--- src/hdl/spht_pkg.sv ---
// Shared types and constants for the sample profiler hot address table.
// Used by the interfaces, the divider and the top level. No dependencies.
package spht_pkg;

    localparam int SESSIONS_DEF = 4;
    localparam int SAMPLES_DEF  = 1024;
    localparam int HOT_DEF      = 1024;

    localparam int CNT_W    = 11;    // fill, hit and table counts
    localparam int ADDR_W   = 64;
    localparam int PCT_W    = 15;
    localparam int DIVD_W   = 25;    // hits * 25600 fits in 25 bits
    localparam int PCT_SCALE = 25600; // 100.0 in Q8

    typedef enum logic [2:0] {
        REQ_START   = 3'd0,
        REQ_STOP    = 3'd1,
        REQ_PAUSE   = 3'd2,
        REQ_RESUME  = 3'd3,
        REQ_RECORD  = 3'd4,
        REQ_ANALYZE = 3'd5,
        REQ_READ    = 3'd6,
        REQ_TOTALS  = 3'd7
    } req_t;

    typedef enum logic [1:0] {
        MODE_NONE      = 2'd0,
        MODE_RECORDING = 2'd1,
        MODE_PAUSED    = 2'd2,
        MODE_STOPPED   = 2'd3
    } mode_t;

    typedef struct packed {
        logic              ok;
        logic [3:0]        new_session;
        logic [CNT_W-1:0]  count_out;
        logic [ADDR_W-1:0] address_out;
        logic [PCT_W-1:0]  percent_q8;
        logic [3:0]        session_count;
        logic [31:0]       total_collected;
        logic [31:0]       total_dropped;
    } res_t;

endpackage

--- src/hdl/spht_div.sv ---
// Restoring bit-serial divider for the Q8 percentage, one quotient bit a cycle.
// Depends on spht_pkg.
module spht_div
(
    input  logic                          clk,
    input  logic                          rst_n,
    input  logic                          start,
    input  logic [spht_pkg::DIVD_W-1:0]   dividend,
    input  logic [spht_pkg::CNT_W-1:0]    divisor,
    output logic                          done,
    output logic [spht_pkg::DIVD_W-1:0]   quotient
);
    localparam int CW = $clog2(spht_pkg::DIVD_W + 1);

    logic [spht_pkg::CNT_W-1:0]  rem_reg, rem_next;
    logic [spht_pkg::DIVD_W-1:0] quo_reg, quo_next;
    logic [spht_pkg::CNT_W-1:0]  dvs_reg, dvs_next;
    logic [CW-1:0]               cnt_reg, cnt_next;
    logic                        busy_reg, busy_next;
    logic                        done_reg, done_next;
    logic [spht_pkg::CNT_W:0]    trial;

    always_comb
    begin
        rem_next  = rem_reg;
        quo_next  = quo_reg;
        dvs_next  = dvs_reg;
        cnt_next  = cnt_reg;
        busy_next = busy_reg;
        done_next = 1'b0;
        trial     = {rem_reg, quo_reg[spht_pkg::DIVD_W-1]};
        if (start)
        begin
            rem_next  = '0;
            quo_next  = dividend;
            dvs_next  = divisor;
            cnt_next  = CW'(spht_pkg::DIVD_W);
            busy_next = 1'b1;
        end
        else if (busy_reg)
        begin
            // shift in the next dividend bit, subtract when it fits
            if (trial >= {1'b0, dvs_reg})
            begin
                rem_next = spht_pkg::CNT_W'(trial - {1'b0, dvs_reg});
                quo_next = {quo_reg[spht_pkg::DIVD_W-2:0], 1'b1};
            end
            else
            begin
                rem_next = trial[spht_pkg::CNT_W-1:0];
                quo_next = {quo_reg[spht_pkg::DIVD_W-2:0], 1'b0};
            end
            cnt_next = cnt_reg - CW'(1);
            if (cnt_reg == CW'(1))
            begin
                busy_next = 1'b0;
                done_next = 1'b1;
            end
        end
    end

    always_ff @(posedge clk or negedge rst_n)
    begin
        if (!rst_n)
        begin
            busy_reg <= 1'b0;
            done_reg <= 1'b0;
            cnt_reg  <= '0;
        end
        else
        begin
            busy_reg <= busy_next;
            done_reg <= done_next;
            cnt_reg  <= cnt_next;
        end
    end

    always_ff @(posedge clk)
    begin
        rem_reg <= rem_next;
        quo_reg <= quo_next;
        dvs_reg <= dvs_next;
    end

    assign done     = done_reg;
    assign quotient = quo_reg;

`ifndef SYNTH
    a_start_idle: assert property (@(posedge clk) disable iff (!rst_n)
        start |-> !busy_reg) else $error("divider restarted while busy");
    a_done_after_busy: assert property (@(posedge clk) disable iff (!rst_n)
        done_reg |-> $past(busy_reg)) else $error("divider done without a run");
    a_divisor_nonzero: assert property (@(posedge clk) disable iff (!rst_n)
        start |-> divisor != '0) else $error("divider started with zero divisor");
`endif

endmodule

--- config.mk ---
export PLATFORM = sky130hd
export DESIGN_NAME = spht_div
export DESIGN_NICKNAME = d
export VERILOG_FILES = /design/src/hdl/spht_pkg.sv /design/src/hdl/spht_div.sv
export SDC_FILE = /design/constraint.sdc
export NUM_CORES = 1
export LEC_CHECK = 0
export ABC_CLOCK_PERIOD_IN_PS = 2380
export BUFFER_PORTS_ARGS = -buffer_cell sky130_fd_sc_hd__buf_2
export CAP_MARGIN = 20
export CORE_MARGIN = 1
export CORE_UTILIZATION = 35
export DETAILED_ROUTE_END_ITERATION = 8
export PLACE_DENSITY = 0.67
export SETUP_SLACK_MARGIN = 0.15
export SYNTH_ARGS = -nofsm -noshare
export SYNTH_HDL_FRONTEND = slang
export SYNTH_SLANG_ARGS = --single-unit
--- constraint.sdc ---
create_clock -name clk -period 2.38 [get_ports clk]
set_input_delay 0.357 -clock clk [delete_from_list [all_inputs] [get_ports clk]]
set_output_delay 0.357 -clock clk [all_outputs]
set_load 0.1 [all_outputs]
## Yosys cells after proc, flatten, opt, wreduce, memory -nomap -nowiden

Cells that the tools add are included.

| storage, ports and cells | value |
|---|---|
| logic and storage cells | 23 |
| input bits | 39 |
| bits in registers | 54 |
| output and inout port bits | 26 |

| operators by class | value |
|---|---|
| $add $sub $neg | 2 |
| order comparisons | 1 |
| equal/unequal tests | 1 |
| multiplexer cells | 12 |
| reductions and logical operators | 1 |

Operator list:

| cell | number |
|---|---|
| two-way mux 25 bit | 2 |
| greater-or-equal comparator 12 x 11 -> 1 bit | 1 |
| two-way mux 11 bit | 1 |
| subtractor 11 bit | 1 |
| two-way mux 5 bit | 2 |
| two-way mux 1 bit | 7 |
| == test 5 x 1 -> 1 bit, second input constant | 1 |
| subtractor 5 x 1 -> 5 bit, second input constant | 1 |
| nonzero test 2 bit | 1 |

## Logic depth before layout (Yosys ltp)

| depth | value |
|---|---|
| word-level depth | 4 |
| gate-level depth with buffers | 10 |

## Worst setup path before layout

No wires, ideal clock.

| timing path | value |
|---|---|
| kind | register to register |
| start | register quo_reg, in the netlist quotient[24] |
| end | register rem_reg[0] (netlist name) |
| path buffers | 0 |
| data arrival time | 2.837 ns |
| setup slack | -0.536 ns |
| clock period less this slack | 2.916 ns |
| library setup time | 0.079 ns |
| cell stages (with the launch flop) | 10 |
| cells stage by stage | edfxtp_1 > inv_1 > ha_1 > fa_1 > nor2b_1 > o31a_1 > o21ai_2 > o21ai_4 > mux2_4 > a211oi_2 |

| on the way | value |
|---|---|
| word-level cells in the longest chain between the ends | 2 |
| elaborated cells on any way between the ends | 3 |

Ends and longest elaborated chain:

| what | RTL line | text |
|---|---|---|
| start, declared | spht_div.sv:16 | `logic [spht_pkg::DIVD_W-1:0] quo_reg, quo_next;` |
| start signal, assigned | spht_div.sv:81 | `quo_reg <= quo_next;` |
| subtractor 11 bit / greater-or-equal comparator 12 x 11 -> 1 bit (equally long branches) | spht_div.sv:45, spht_div.sv:43 |  |
| two-way mux 11 bit * | spht_div.sv:43 | `if (trial >= {1'b0, dvs_reg})` |
| end signal, assigned | spht_div.sv:80 | `rem_reg <= rem_next;` |
| end, declared | spht_div.sv:15 | `logic [spht_pkg::CNT_W-1:0] rem_reg, rem_next;` |

Every way passes the cells marked *; elsewhere a longest branch is shown, timed or not.
A chain may end at the register's enable or synchronous reset.

## Worst setup path in the final report

| timing path | value |
|---|---|
| start | register dvs_reg[0] (netlist name) |
| end | register rem_reg[4] (netlist name) |

| on the way | value |
|---|---|
| word-level cells in the longest chain between the ends | 2 |
| elaborated cells on any way between the ends | 3 |

Ends and longest elaborated chain:

| what | RTL line | text |
|---|---|---|
| start, declared | spht_div.sv:17 | `logic [spht_pkg::CNT_W-1:0] dvs_reg, dvs_next;` |
| start signal, assigned | spht_div.sv:82 | `dvs_reg <= dvs_next;` |
| subtractor 11 bit / greater-or-equal comparator 12 x 11 -> 1 bit (equally long branches) | spht_div.sv:45, spht_div.sv:43 |  |
| two-way mux 11 bit * | spht_div.sv:43 |  |

Marked as above.

==> impl_metrics.ini <==
[yosys]
muxShareOfSynthArea = 0.126
ys_top_cells_by_count = edfxtp_1, mux2_2, nor2_1, inv_1, ha_1
synthCells = 230
yosysSeqAreaShare = 0.520
synth-xor-area-share = 0.0278
synth-compound-area-share = 0.108
synth-edff-count = 36
synth_area_leaders = edfxtp_1, mux2_2, dfxtp_1, dfrtp_1, ha_1
syn_area_mm2 = 0.00284
synth_fa_ha_area_frac = 0.0643
synth_top_cell_area_share = 0.381
synth_cell_types = 48
synth_top_family_by_area = multiplexers
syn_nets = 283
post_synth.cell_area_avg_um2 = 12.3
yosysMostFrequentCell = edfxtp_1
synth_top_area_cell = edfxtp_1
synth_ff_type = edfxtp_1
synthSimpleGateAreaFrac = 0.114
async_flop_share = 0.130
ys_warn_count = 0
ys_seq_elements = 54

[clocking]
cts_buffers = 5
ctsLongestPathBuffers = 2
cts_sinks = 54
cts_root_buf = clkbuf_8
cts_tree = built
ctsHtreeMaxLevel = 2
clk_latency_ns = 0.32
cts.clk_slew.worst_paths_ns = 0.11

[flow_run]
max-cap-violations = 0

[setup_path]
r2r_slack_ns = 0.13
crit_buf_inv = 1
critPathCapture = rem_reg[4]
r2r_cells = 9
cp_max_fo = 5
end_kind = register
path_common_cell = o21ai_4
crit_start = dvs_reg[0]
criticalPathCategory = register to register
cp.depth = 9
path_cells = ha_4 -> fa_2 -> nor2b_2 -> o31a_1 -> o21ai_4 -> o21ai_4 -> buf_6 -> mux2i_2 -> a211oi_1
start_kind = register
critPathTopFamily = compound AO/OA/AOI/OAI gates
crit_arrival_ns = 2.44
slowest_delay_ns = 0.42
crit_required_ns = 2.57
crit_path_top_delay_cell = edfxtp_1
r2r_end = rem_reg[4]
rr_startpoint = dvs_reg[0]

[outcome]
status = complete, no violations

[routing]
vias = 2040
wl_per_cell_um = 13.8
ant_nets = 0
viasPerCell = 4.94
wl_mm = 5.70
drc = 0
firstDrtPassIters = 4
drt_iter0_drc = 92

[sta]
rsz0062_at_grt = true
tightestPinTransition_ns = 0.502
fin_worst_skew_ns = 0.0131
hold_slack_ns = 0.204
final-hold-violation-count = 0
slew_headroom = 0.667
min_period_ns = 2.25
timing.fmax_mhz = 444
setup_viol = 0
setup_tns_ns = 0
drv_slew = 0
post-route-period-util = 0.946

[floorplan]
initial_utilization = 0.365
core_mm2 = 0.00777
rows = 32
dieWidth_um = 92.1
die-area_mm2 = 0.00848
die_y_um = 92.1
pin_count = 65

[grt]
first_global_vias = 1923
antenna_found_initial = 0
overflow = 0
grt_max_degree = 28
grt_pass1_wl_mm = 9.16
track_usage = 0.140

[power_and_ir_drop]
p_leak_nw = 1.53
totalPowerFinal_mw = 3.84
power_density_mw_per_mm2 = 1070
ir_drop_mv = 0.460

[final_layout]
fin_nets = 363
final_area_mm2 = 0.00359
drive_gt1_frac = 0.441
diodes = 0
final_util = 0.462
largest_reg_flops = 25
syn_to_final_growth_pct = 26.4

[placed_design]
port_buffers = 64
gp_congestion = 0.820
place_hpwl_mm = 4.12
place_area_mm2 = 0.00335

[hold_path]
hp-class = input pin to register
==> how the worst min path moves through the flow <==
stage	start	endpoint	depth (start not counted)
floorplan	rst_n	busy_reg	0
global placement	rst_n	done	1
detailed placement	rst_n	done	1
CTS	divisor[2]	dvs_reg[2]	1
global route	divisor[2]	dvs_reg[2]	1
finish	divisor[2]	dvs_reg[2]	1
==> cell type report <==
type	instances	area [um^2]
multi-input combinational	151	1350
clock inverter	3	20.0
tap	102	128
sequential	54	1480
inverter	15	56.3
clock buffer	5	68.8
timing repair buffer	83	489
fill	729	4180
==> stage by stage <==
| stage | worst slack, ns | std cells |
|---|---|---|
| after floorplan | -0.489 | 230 |
| after global placement | 0.0780 | 396 |
| after detailed placement | -0.00734 | 396 |
| after CTS | 0.100 | 409 |
| after global routing | -0.0185 | 413 |
| final | 0.130 | 413 |
==> metal layers <==
metal	share of wire	vias to the layer above	track usage
met2	0.52	27	0.243
met5	0	-	0
li1	-	1001	-
met4	0.012	0	0.0508
met1	0.45	1008	0.170
met3	0.025	4	0.0323
==> cells in the final DEF (no fill, tap or decap), types with 3 or more instances in the layout <==
| cell | synthesis | routed |
|---|---|---|
| buf_2 | 0 | 64 |
| edfxtp_1 | 36 | 36 |
| mux2_2 | 25 | 24 |
| nor2_1 | 18 | 18 |
| inv_1 | 15 | 14 |
| buf_4 | 0 | 14 |
| ha_1 | 13 | 12 |
| dfxtp_1 | 11 | 11 |
| nand2_1 | 8 | 8 |
| xnor2_1 | 8 | 8 |
| nand2b_1 | 7 | 7 |
| dfrtp_1 | 7 | 7 |
| a21oi_1 | 5 | 5 |
| o21ai_0 | 7 | 5 |
| a211oi_1 | 8 | 5 |
| mux2i_1 | 6 | 5 |
| clkbuf_8 | 0 | 5 |
| o211ai_1 | 4 | 4 |
| a211oi_2 | 1 | 4 |
| nor3_1 | 3 | 3 |
| buf_6 | 1 | 3 |
==> report_power, final <==
group	switching, mW	internal, mW
logic	1.18	0.834
clock network	0.324	0.208
registers	0.115	1.18
==> cells by family (layout without fill, tap and decap cells) <==
family / Yosys count / in the layout
DFF: 54 / 54
xor gates and xnor gates: 9 / 9
buffers and inverters: 25 / 106
and+or+nand+nor: 56 / 56
adders and majority gates: 14 / 14
AOI/OAI and AO/OA: 40 / 40
muxes: 32 / 32
==> timing repair <==
action                                  4_1_cts  5_1_grt
endpoints found under the hold margin         7        0
buffers inserted                              4        4
pin swaps                                     8        7
hold buffers                                  1        0
resized for setup                             7       11
endpoints found under the setup margin        9       12
No activity file was read; power rests on OpenSTA's default activity.
